==> src/design/blr_pkg.sv <==
// Shared types and constants for the line rasterizer.
// Depends on nothing; imported by the controller, datapath and top level.
`default_nettype none

package blr_pkg;

	// Coordinate, span and store widths fixed by the stream format
	localparam int CoordW = 12;
	localparam int DimW   = 11;
	localparam int FcntW  = 5;
	localparam int FrameW = 4;
	localparam int ColorW = 16;
	localparam int IndexW = 24;
	localparam int ErrW   = 14;

	// Configuration register indexes
	typedef enum logic [1:0] {
		REG_WIDTH  = 2'd0,
		REG_HEIGHT = 2'd1,
		REG_FCOUNT = 2'd2,
		REG_DEPTH  = 2'd3
	} reg_idx_t;

	// Input item kind carried on s_tuser
	typedef enum logic {
		MODE_START = 1'b0,
		MODE_PULL  = 1'b1
	} mode_t;

	// Controller states
	typedef enum logic {
		ST_IDLE,
		ST_BASE
	} state_t;

	// Controller to datapath
	typedef struct packed {
		logic load;   // latch endpoints, color, frame; start area multiply
		logic base;   // form frame base from the area product
		logic kill;   // drop the active line
		logic step;   // emit the current point and advance
	} cmd_t;

	// Datapath to controller
	typedef struct packed {
		logic active;
		logic frame_ok;
		logic out_valid;
	} sts_t;

	// One result point, x in the lowest bits
	typedef struct packed {
		logic        [ColorW-1:0] color;
		logic        [IndexW-1:0] index;
		logic signed [CoordW-1:0] y;
		logic signed [CoordW-1:0] x;
	} pix_t;

endpackage

`default_nettype wire

==> src/design/blr_ctrl.sv <==
// Controller state machine for the line rasterizer.
// Depends on blr_pkg; drives commands into blr_dp and reads its status.
`default_nettype none

module blr_ctrl
	import blr_pkg::*;
(
	input  wire logic   clk,
	input  wire logic   arst_n,
	input  wire logic   in_valid,
	output      logic   in_ready,
	input  wire logic   in_mode,
	input  wire logic   out_ready,
	input  wire sts_t   sts,
	output      cmd_t   cmd
);

	state_t state_q, state_d;

	// Hold the state
	always_ff @(posedge clk or negedge arst_n) begin
		if (!arst_n) begin
			state_q <= ST_IDLE;
		end else begin
			state_q <= state_d;
		end
	end

	// Decode accepted items into datapath commands
	always_comb begin
		state_d  = state_q;
		cmd      = '0;
		in_ready = 1'b0;
		unique case (state_q)
			ST_IDLE: begin
				in_ready = !sts.out_valid || out_ready;
				if (in_valid && in_ready) begin
					if (mode_t'(in_mode) == MODE_START) begin
						if (sts.frame_ok) begin
							cmd.load = 1'b1;
							state_d  = ST_BASE;
						end else begin
							cmd.kill = 1'b1;
						end
					end else if (sts.active) begin
						cmd.step = 1'b1;
					end
				end
			end
			ST_BASE: begin
				cmd.base = 1'b1;
				state_d  = ST_IDLE;
			end
			default: begin
				state_d = ST_IDLE;
			end
		endcase
	end

endmodule

`default_nettype wire

==> src/design/blr_dp.sv <==
// Datapath for the line rasterizer: config registers, Bresenham walk,
// frame base multiply, pixel index and output register. Depends on blr_pkg.
`default_nettype none

module blr_dp
	import blr_pkg::*;
#(
	parameter int MAX_WIDTH  = 1024,
	parameter int MAX_HEIGHT = 1024,
	parameter int MAX_FRAMES = 16
) (
	input  wire logic                     clk,
	input  wire logic                     arst_n,
	input  wire logic                     cfg_valid,
	input  wire logic [1:0]               cfg_index,
	input  wire logic [DimW-1:0]          cfg_data,
	input  wire logic signed [CoordW-1:0] start_x,
	input  wire logic signed [CoordW-1:0] start_y,
	input  wire logic signed [CoordW-1:0] end_x,
	input  wire logic signed [CoordW-1:0] end_y,
	input  wire logic [ColorW-1:0]        color,
	input  wire logic [FrameW-1:0]        frame,
	input  wire cmd_t                     cmd,
	output      sts_t                     sts,
	input  wire logic                     out_ready,
	output      logic                     out_valid,
	output      pix_t                     pix,
	output      logic                     visible,
	output      logic                     last
);

	localparam logic [DimW+1:0] MaxW13 = (DimW+2)'(MAX_WIDTH);
	localparam logic [DimW+1:0] MaxH13 = (DimW+2)'(MAX_HEIGHT);
	localparam logic [DimW-1:0] MaxW11 = DimW'(MAX_WIDTH);
	localparam logic [DimW-1:0] MaxH11 = DimW'(MAX_HEIGHT);
	localparam logic [8:0]      MaxF9  = 9'(MAX_FRAMES);

	// Configuration
	logic [DimW-1:0]  width_q, height_q;
	logic [FcntW-1:0] fcount_q;
	logic             depth16_q;

	// Line state
	logic                     active_q;
	logic signed [CoordW-1:0] cur_x_q, cur_y_q, tgt_x_q, tgt_y_q;
	logic [CoordW-1:0]        dx_q, dy_q;
	logic                     neg_x_q, neg_y_q;
	logic signed [ErrW-1:0]   err_q;
	logic [ColorW-1:0]        color_q;
	logic [FrameW-1:0]        frame_q;
	logic [2*DimW-1:0]        area_q;
	logic [IndexW-1:0]        base_q;

	// Output register
	logic out_valid_q;
	pix_t pix_q;
	logic vis_q, last_q;

	logic [DimW-1:0]          w_eff, h_eff;
	logic signed [CoordW:0]   dx_s, dy_s;
	logic [CoordW-1:0]        dx_abs, dy_abs;
	logic signed [ErrW-1:0]   err_init;
	logic signed [ErrW:0]     e2, neg_dy, err_nx;
	logic                     go_x, go_y, vis, fin;
	logic [2*DimW-1:0]        row_off;
	logic [IndexW-1:0]        idx;
	logic [FrameW+2*DimW-1:0] base_full;

	// Write configuration registers
	always_ff @(posedge clk or negedge arst_n) begin
		if (!arst_n) begin
			width_q   <= DimW'(64);
			height_q  <= DimW'(64);
			fcount_q  <= FcntW'(1);
			depth16_q <= 1'b1;
		end else if (cfg_valid) begin
			unique case (reg_idx_t'(cfg_index))
				REG_WIDTH:  width_q   <= cfg_data;
				REG_HEIGHT: height_q  <= cfg_data;
				REG_FCOUNT: fcount_q  <= cfg_data[FcntW-1:0];
				REG_DEPTH:  depth16_q <= cfg_data[0];
				default: ;
			endcase
		end
	end

	// Saturate the clip bounds
	assign w_eff = ({2'b00, width_q} > MaxW13) ? MaxW11 : width_q;
	assign h_eff = ({2'b00, height_q} > MaxH13) ? MaxH11 : height_q;

	assign sts.frame_ok  = (9'(frame) < 9'(fcount_q)) && (9'(frame) < MaxF9);
	assign sts.active    = active_q;
	assign sts.out_valid = out_valid_q;

	// Spans and initial error of a new line
	always_comb begin
		dx_s     = $signed({end_x[CoordW-1], end_x}) - $signed({start_x[CoordW-1], start_x});
		dy_s     = $signed({end_y[CoordW-1], end_y}) - $signed({start_y[CoordW-1], start_y});
		dx_abs   = dx_s[CoordW] ? CoordW'(-dx_s) : dx_s[CoordW-1:0];
		dy_abs   = dy_s[CoordW] ? CoordW'(-dy_s) : dy_s[CoordW-1:0];
		err_init = $signed({2'b00, dx_abs}) - $signed({2'b00, dy_abs});
	end

	// One Bresenham step from the current point
	always_comb begin
		e2     = $signed({err_q, 1'b0});
		neg_dy = -$signed({3'b000, dy_q});
		go_x   = e2 > neg_dy;
		go_y   = e2 < $signed({3'b000, dx_q});
		err_nx = $signed({err_q[ErrW-1], err_q})
			- (go_x ? $signed({3'b000, dy_q}) : $signed((ErrW+1)'(0)))
			+ (go_y ? $signed({3'b000, dx_q}) : $signed((ErrW+1)'(0)));
		fin    = (cur_x_q == tgt_x_q) && (cur_y_q == tgt_y_q);
	end

	// Clip test and store address of the current point
	always_comb begin
		vis     = !cur_x_q[CoordW-1] && !cur_y_q[CoordW-1]
			&& (cur_x_q[DimW-1:0] < w_eff) && (cur_y_q[DimW-1:0] < h_eff);
		row_off = cur_y_q[DimW-1:0] * w_eff;
		idx     = base_q + IndexW'(row_off) + IndexW'(cur_x_q[DimW-1:0]);
	end

	assign base_full = frame_q * area_q;

	// Load, advance and drop the line
	always_ff @(posedge clk or negedge arst_n) begin
		if (!arst_n) begin
			active_q <= 1'b0;
			cur_x_q  <= '0;
			cur_y_q  <= '0;
			tgt_x_q  <= '0;
			tgt_y_q  <= '0;
			dx_q     <= '0;
			dy_q     <= '0;
			neg_x_q  <= 1'b0;
			neg_y_q  <= 1'b0;
			err_q    <= '0;
			color_q  <= '0;
			base_q   <= '0;
		end else begin
			if (cmd.load) begin
				active_q <= 1'b1;
				cur_x_q  <= start_x;
				cur_y_q  <= start_y;
				tgt_x_q  <= end_x;
				tgt_y_q  <= end_y;
				dx_q     <= dx_abs;
				dy_q     <= dy_abs;
				neg_x_q  <= dx_s[CoordW];
				neg_y_q  <= dy_s[CoordW];
				err_q    <= err_init;
				color_q  <= color;
			end else if (cmd.kill) begin
				active_q <= 1'b0;
			end else if (cmd.step) begin
				if (fin) begin
					active_q <= 1'b0;
				end else begin
					err_q <= err_nx[ErrW-1:0];
					if (go_x) begin
						cur_x_q <= neg_x_q ? cur_x_q - CoordW'(1) : cur_x_q + CoordW'(1);
					end
					if (go_y) begin
						cur_y_q <= neg_y_q ? cur_y_q - CoordW'(1) : cur_y_q + CoordW'(1);
					end
				end
			end
			if (cmd.base) begin
				base_q <= base_full[IndexW-1:0];
			end
		end
	end

	// Frame area product, taken at load and used in the cycle after
	always_ff @(posedge clk) begin
		if (cmd.load) begin
			frame_q <= frame;
			area_q  <= w_eff * h_eff;
		end
	end

	// Hold the result until the transfer completes
	always_ff @(posedge clk or negedge arst_n) begin
		if (!arst_n) begin
			out_valid_q <= 1'b0;
		end else if (cmd.step) begin
			out_valid_q <= 1'b1;
		end else if (out_ready) begin
			out_valid_q <= 1'b0;
		end
	end

	always_ff @(posedge clk) begin
		if (cmd.step) begin
			pix_q.x     <= cur_x_q;
			pix_q.y     <= cur_y_q;
			pix_q.index <= vis ? idx : '0;
			pix_q.color <= depth16_q ? color_q : {8'h00, color_q[7:0]};
			vis_q       <= vis;
			last_q      <= fin;
		end
	end

	assign out_valid = out_valid_q;
	assign pix       = pix_q;
	assign visible   = vis_q;
	assign last      = last_q;

endmodule

`default_nettype wire

==> src/design/bresenham_line_rasterizer.sv <==
// Pull item: its point appears on the master side in the cycle after the transfer;
// pulls are taken every cycle while results drain. Accepted start item: the slave
// side stalls in ST_BASE while the frame base multiply (frame*width*height)
// settles; a rejected start does not stall. Reset (arst_n low, asynchronous) drops
// any line, clears the output, and sets width 64, height 64, one frame, 16-bit pixels.
// Top level: joins blr_ctrl and blr_dp; depends on blr_pkg.
`default_nettype none

module bresenham_line_rasterizer
	import blr_pkg::*;
#(
	parameter int MAX_WIDTH  = 1024,
	parameter int MAX_HEIGHT = 1024,
	parameter int MAX_FRAMES = 16
) (
	input  wire logic        clk,
	input  wire logic        arst_n,
	// Configuration write channel
	input  wire logic        cfg_valid,
	output      logic        cfg_ready,
	input  wire logic [1:0]  cfg_index,
	input  wire logic [10:0] cfg_data,
	// Slave side
	input  wire logic        s_tvalid,
	output      logic        s_tready,
	input  wire logic [71:0] s_tdata,  // start_x, start_y, end_x, end_y, color, frame, zero pad
	input  wire logic        s_tuser,  // mode
	// Master side
	output      logic        m_tvalid,
	input  wire logic        m_tready,
	output      logic [63:0] m_tdata,  // pixel_x, pixel_y, pixel_index, pixel_color
	output      logic        m_tuser,  // visible
	output      logic        m_tlast
);

	cmd_t cmd;
	sts_t sts;
	pix_t pix;

	assign cfg_ready = 1'b1;

	blr_ctrl u_ctrl (
		.clk       (clk),
		.arst_n    (arst_n),
		.in_valid  (s_tvalid),
		.in_ready  (s_tready),
		.in_mode   (s_tuser),
		.out_ready (m_tready),
		.sts       (sts),
		.cmd       (cmd)
	);

	blr_dp #(
		.MAX_WIDTH  (MAX_WIDTH),
		.MAX_HEIGHT (MAX_HEIGHT),
		.MAX_FRAMES (MAX_FRAMES)
	) u_dp (
		.clk       (clk),
		.arst_n    (arst_n),
		.cfg_valid (cfg_valid),
		.cfg_index (cfg_index),
		.cfg_data  (cfg_data),
		.start_x   (s_tdata[11:0]),
		.start_y   (s_tdata[23:12]),
		.end_x     (s_tdata[35:24]),
		.end_y     (s_tdata[47:36]),
		.color     (s_tdata[63:48]),
		.frame     (s_tdata[67:64]),
		.cmd       (cmd),
		.sts       (sts),
		.out_ready (m_tready),
		.out_valid (m_tvalid),
		.pix       (pix),
		.visible   (m_tuser),
		.last      (m_tlast)
	);

	assign m_tdata = pix;

endmodule

`default_nettype wire

==> config.mk <==
export PLATFORM = sky130hd
export DESIGN_NAME = bresenham_line_rasterizer
export DESIGN_NICKNAME = d
export VERILOG_FILES = /design/src/design/blr_pkg.sv /design/src/design/blr_ctrl.sv /design/src/design/blr_dp.sv /design/src/design/bresenham_line_rasterizer.sv
export SDC_FILE = /design/constraint.sdc
export NUM_CORES = 1
export LEC_CHECK = 0
export ABC_AREA = 1
export BUFFER_PORTS_ARGS = -buffer_cell sky130_fd_sc_hd__buf_2
export CORE_AREA = 2 2 226 228
export DETAILED_ROUTE_END_ITERATION = 8
export DIE_AREA = 0 0 228 230
export PLACE_DENSITY = 0.71
export SLEW_MARGIN = 5
export SYNTH_ARGS = -nofsm -noshare
export SYNTH_HDL_FRONTEND = slang
export SYNTH_HIERARCHICAL = 1
export SYNTH_SLANG_ARGS = --single-unit
==> constraint.sdc <==
create_clock -name clk -period 8.85 [get_ports clk]
set_clock_uncertainty 0.1 [all_clocks]
set_input_delay 1.77 -clock clk [delete_from_list [all_inputs] [get_ports clk]]
set_output_delay 1.77 -clock clk [all_outputs]
set_load 0.1 [all_outputs]
== Yosys cells after proc, flatten, opt, wreduce, memory -nomap -nowiden ==
Index checks and enable logic that the tools add are counted.

* Word-level logic and storage cells: 124
* Register bits: 251

* $mul: 3
* Bitwise logic cells: 1
* Add/sub/neg operators: 14
* Equal/unequal tests: 7
* Reduce and logical (&&, ||, !) cells: 24
* Multiplexer cells: 41
* Magnitude comparators: 7

{| class="wikitable"
|+ Operator list
! cell !! count
|-
| $mux 12 || 16
|-
| $mux 14 || 4
|-
| $mul 11x11->22 || 2
|-
| $sub 12x12->13 || 3
|-
| $add 12x2->12 const B || 2
|-
| $add 24x11->24 || 1
|-
| $add 24x22->24 || 1
|-
| $eq 12x12->1 || 2
|-
| $mul 4x22->24 || 1
|-
| $neg 12->12 || 2
|-
| $sub 12x2->12 const B || 2
|-
| $gt 11x11->1 const B || 2
|-
| $lt 11x11->1 || 2
|-
| $mux 11 || 2
|-
| $mux 1 || 16
|-
| $gt 15x15->1 || 1
|-
| $lt 15x13->1 || 1
|-
| $neg 12->15 || 1
|-
| $add 14x14->14 || 1
|-
| $sub 14x13->14 || 1
|-
| $reduce_and 2->1 || 5
|-
| $reduce_and 4->1 || 2
|-
| $reduce_bool 2->1 || 4
|-
| $reduce_bool 3->1 || 2
|-
| other kinds (13) || 21
|}

== Longest topological paths before layout ==
* Depth after elaboration: 9
* Gate-level depth with buffers: 35

== Modules after synthesis ==
Netlist, hierarchy kept.

{| class="wikitable"
|+ By module, submodules not included
! module !! area an instance (um2) !! cells each !! instances
|-
| blr_dp || 27,108.5 || 3,482 || 1
|-
| blr_ctrl || 93.8 || 16 || 1
|-
| bresenham_line_rasterizer || 11.3 || 2 || 1
|}

== Least setup slack after synthesis ==
OpenSTA, ideal clock, no wires.

* Kind: input to register
* From: in m_tready
* To: reg u_dp.cur_x_q[2]
* Library setup time: 0.117 ns
* Stages: 10
* Slack: 2.946 ns
* Buffers on the path: 1
* Arrival time: 5.687 ns
* Path through: inv_1 -> nand2_1 -> nand2_1 -> nor2_1 -> nand2_1 -> nor2_2 -> nand2_4 -> clkbuf_8 -> nand3_1 -> nand2_1

{| class="wikitable"
|+ RTL lines
! item !! line !! RTL
|-
| from (decl) || bresenham_line_rasterizer.sv:30 || <nowiki>input wire logic m_tready,</nowiki>
|-
| to (signal assigned) || blr_dp.sv:144 || <nowiki>cur_x_q <= start_x;</nowiki>
|-
| to (signal assigned) || blr_dp.sv:162 || <nowiki>cur_x_q <= neg_x_q ? cur_x_q - CoordW'(1) : cur_x_q + CoordW'(1);</nowiki>
|-
| to (decl) || blr_dp.sv:45 || <nowiki>logic signed [CoordW-1:0] cur_x_q, cur_y_q, tgt_x_q, tgt_y_q;</nowiki>
|}

== Worst setup path after layout ==
* From: reg u_dp.width_q[7]
* To: reg u_dp.pix_q, in the netlist u_dp/pix[45], data pin

* Word-level cells in the longest chain between the ends: 5
* Elaborated cells on any way between the ends: 8
* Those cells by class: add/sub (2); mul (1); order compare (2); mux (1); reduce/logical (2)

{| class="wikitable"
|+ Ends and longest elaborated chain
! item !! line !! RTL
|-
| from (decl) || blr_dp.sv:39 || <nowiki>logic [DimW-1:0] width_q, height_q;</nowiki>
|-
| from (signal assigned) || blr_dp.sv:72 || <nowiki>width_q <= DimW'(64);</nowiki>
|-
| from (signal assigned) || blr_dp.sv:78 || <nowiki>REG_WIDTH: width_q <= cfg_data;</nowiki>
|-
| $gt 11x11->1 || blr_dp.sv:88 || <nowiki>assign w_eff = ({2'b00, width_q} > MaxW13) ? MaxW11 : width_q;</nowiki>
|-
| $mux 11 * || blr_dp.sv:88 ||
|-
| $mul 11x11->22 or $lt 11x11->1 (tied branches) || blr_dp.sv:120, blr_dp.sv:119 ||
|-
| $add 24x22->24 or $logic_and 1x1->1 (tied branches) || blr_dp.sv:121, blr_dp.sv:119 ||
|-
| $add 24x11->24 or $logic_and 1x1->1 (tied branches) || blr_dp.sv:121, blr_dp.sv:119 ||
|-
| to (decl) || blr_dp.sv:56 || <nowiki>pix_t pix_q;</nowiki>
|}

Mark *: on every way between the ends. The rest lies on a longest branch, timed or not.
A chain may end at the register's enable or synchronous reset.

==> impl_metrics.toml <==
[cells_and_area]
fillCellCount = 4641
synthToLayoutAreaGrowth_pct = 8.52
final_nets = 4229
final_util_pct = 59.2
regArea_um2 = 6750
multi_input_area_um2 = 17400
final_layout_size_suffix_gt1_share_pct = 7.47

[sta]
rsz0062_at_grt = "no"
layout_min_cycle_time_ns = 6.84
drv_slew = 0
setup_ws_ns = 2.01
fmax_ghz = 0.146
relSlewSlack_pct = 30.1
finalSetupTns_ns = 0
hold_ws_ns = 0.346
hold_viol = 0
setup_viol = 0
min_period_over_period_pct = 77.3
worst_pin_slew_ns = 1.05

[place]
portBuffers = 154
hpwl_um = 56100
routabilityCongestion = 0.959
dpl_worst_slack_ns = 2.10

[drt]
dr.pass1.iters = 7
first_iter_violations = 1719
wl_um = 70500
num_vias = 22669
wire_per_inst_um = 16.3
final_antenna_net_count = 0
drc = 0
detail_route.vias_per_cell = 5.26

[worst_setup_path]
critPathMaxStageDelay_ns = 0.66
reg2reg_slack_ns = 2.01
r2r-start = "u_dp/width_q[7]"
critPathMaxFanout = 12
arrival_ns = 7.04
cp_cell_sequence = "nor2_1 > nand4_1 > o21ai_2 > nand2_1 > inv_1 > nand2_1 > fa_1 > fa_1 > inv_1 > fa_1 > fa_1 > inv_1 > fa_1 > inv_1 > ha_1 > a21o_1 > nor2_1 > nand2_1 > a21oi_1 > o21bai_1 > nand2_1 > nand2_1 > xor2_1 > nor2_1"
critical_path_class = "reg2reg"
reg2reg_to = "u_dp/pix[45]"
crit_required_ns = 9.05
worstSetupStartpointType = "register"
critPathLaunch = "u_dp/width_q[7]"
crit_path_top_delay_cell = "inv_1"
endpoint_kind = "register"
r2r_cells = 24
critPathCapture = "u_dp/pix[45]"

[clocking]
clk_latency_ns = 0.59
cts_buffers = 29
cts_tree = "yes"
cts.hold.buffers_added = 0
post_cts_buffers = 0
clkSlewWorstSetupHoldPaths_ns = 0.06
cts_buffer_depth = 3
clockRootBuffer = "clkbuf_16"
ctsResizeCount = 0
h-tree-depth = 1
clock_sinks = 251

[yosys]
synth_async_sr_flop_share_pct = 63.3
synthCells = 3500
seq_area_frac_synth_pct = 24.8
synth_area_leaders = "fa_1 18%, dfrtp_1 14%, ha_1 12%"
ys_warn_count = 6
yosys_register_bits = 251
synthDistinctLibCells = 52
synth_nets = 4111
synth_area_um2 = 27200
synthFlopType = "dfrtp_1"
synth_edf_count = 92
synth_top_area_cell = "fa_1"
synth.top_cell.area_share_pct = 18.4
avgSynthCellArea_um2 = 7.78

[worst_hold_path]
hold_class = "reg2reg"
hp-start = "u_dp/color_q[1]"
hold_depth = 0

[global_route]
grt_overflow = 0
grt_pass1_wl_um = 114000
grt_max_degree = 97
grt_pass1_vias = 21967
antenna_found_initial = 0
grt.total_usage_pct = 27.2

[floorplan]
die_h_um = 230
start_util_pct = 54.6
dieArea_um2 = 52400
core_um2 = 49900
fp.dieW_um = 228
rows = 82
num_io_pins = 160

[status]
outcome = "complete, no violations"

[pwr]
vdd_ir_drop_max_mv = 0.371
total_power_mw = 11.8
power.leakage_nw = 15.9
p_per_area_nw_per_um2 = 401

[job]
maxCapViolCount = 0
where the power goes:
group          leakage, nW  switching (mW)  internal (mW)
sequential            2.83           0.447           1.65
clock                0.484           0.521          0.750
combinational         12.6            5.41           3.06
total                 15.9            6.37           5.46
per-stage QoR:
step	instance area, um2	instances
6_report	29500	4312
5_1_grt	29500	4311
4_1_cts	29500	4311
3_5_place_dp	28500	4259
3_3_place_gp	28500	4259
2_1_floorplan	27200	3500
flip-flops by register name (all words and copies together) (netlist names), 4 cells and up:
register       cells
u_dp/base_q       24
u_dp/dy_q         12
u_dp/frame_q       4
u_dp/area_q       22
u_dp/dx_q         12
u_dp/width_q      11
u_dp/cur_y_q      12
u_dp/cur_x_q      12
u_dp/height_q     11
u_dp/tgt_x_q      12
u_dp/fcount_q      5
u_dp/tgt_y_q      12
u_dp/color_q      16
u_dp/err_q        14
u_dp/pix          64
critical path, delay by kind of cell (launching register included):
kind	cells	cell delay [ns]
xor gates and xnor gates	1	0.13
DFF	1	0.42
and+or+nand+nor	9	1.30
adders and majority gates	6	2.92
AOI/OAI and AO/OA	4	0.87
buffers and inverters	4	0.81
how the worst min path moves through the flow:
stage | endpoint | slack [ns]
floorplan | u_dp/pix[48] | 0.33
global placement | u_dp/pix[50] | 0.33
detailed placement | u_dp/pix[49] | 0.33
CTS | u_dp/pix[49] | 0.34
global route | u_dp/pix[54] | 0.37
finish | u_dp/pix[49] | 0.35
cells by family after synthesis:
family | after synthesis | share of synthesized area (%)
fa+ha+maj | 520 | 30.8
simple gates | 1422 | 21.4
compound gates | 428 | 8.70
flops | 251 | 24.8
buf+inv | 779 | 11.1
other cells | 1 | 0.0138
xor+xnor | 99 | 3.19
layout make-up:
cell class | instances | area share, %
Tap cell | 672 | 2.85
Multi-Input combinational cell | 2470 | 59.1
Timing Repair Buffer | 170 | 3.04
Clock buffer | 34 | 2.52
Sequential cell | 251 | 22.8
Inverter | 696 | 8.85
Clock inverter | 18 | 0.809
Antenna cell | 1 | 0.00847
cell usage after synthesis, types with 5 or more instances:
cell type,n
buf_1,10
o21ai_0,179
a31oi_1,14
clkinv_1,7
xnor2_1,33
nand3b_1,9
buf_6,6
a21o_1,9
nand4_1,37
nor2_1,285
xor2_1,66
buf_2,5
nand3_1,143
ha_1,270
o21bai_1,9
nor3_1,29
edfxtp_1,92
nor4_1,8
nand2_1,879
dfrtp_1,155
inv_2,7
inv_1,682
or2_2,11
o21ai_2,14
fa_1,250
clkbuf_1,48
o21ai_1,13
a21oi_1,150
buf_4,13
o211ai_1,8
o21a_1,5
o31ai_1,9
routing by layer:
layer | wire length, um | up-vias | part of all wire, % | track usage [%]
li1 | - | 11192 | - | -
met1 | 31600 | 10588 | 45 | 38.3
met2 | 31700 | 771 | 45 | 44.0
met3 | 5050 | 118 | 7.2 | 3.82
met4 | 2170 | 0 | 3.1 | 7.74
met5 | 0 | - | 0 | 0
cells in the final DEF, fill, tap and decap left out, types with 5 or more instances in the layout:
| cell type | n |
|---|---|
| nand2_1 | 879 |
| inv_1 | 682 |
| nor2_1 | 283 |
| ha_1 | 270 |
| fa_1 | 250 |
| o21ai_0 | 179 |
| dfrtp_1 | 155 |
| buf_2 | 153 |
| a21oi_1 | 150 |
| nand3_1 | 143 |
| edfxtp_1 | 92 |
| xor2_1 | 66 |
| nand4_1 | 37 |
| xnor2_1 | 33 |
| clkbuf_16 | 29 |
| nor3_1 | 29 |
| buf_4 | 16 |
| o21ai_2 | 14 |
| a31oi_1 | 14 |
| o21ai_1 | 13 |
| or2_2 | 11 |
| o31ai_1 | 9 |
| nand3b_1 | 9 |
| o21bai_1 | 9 |
| a21o_1 | 9 |
| nor4_1 | 8 |
| o211ai_1 | 8 |
| inv_2 | 7 |
| clkinv_2 | 6 |
| clkinv_1 | 6 |
| clkbuf_1 | 5 |
| bufinv_16 | 5 |
| o21a_1 | 5 |
Note: power is estimated with default switching activity, not from simulation.
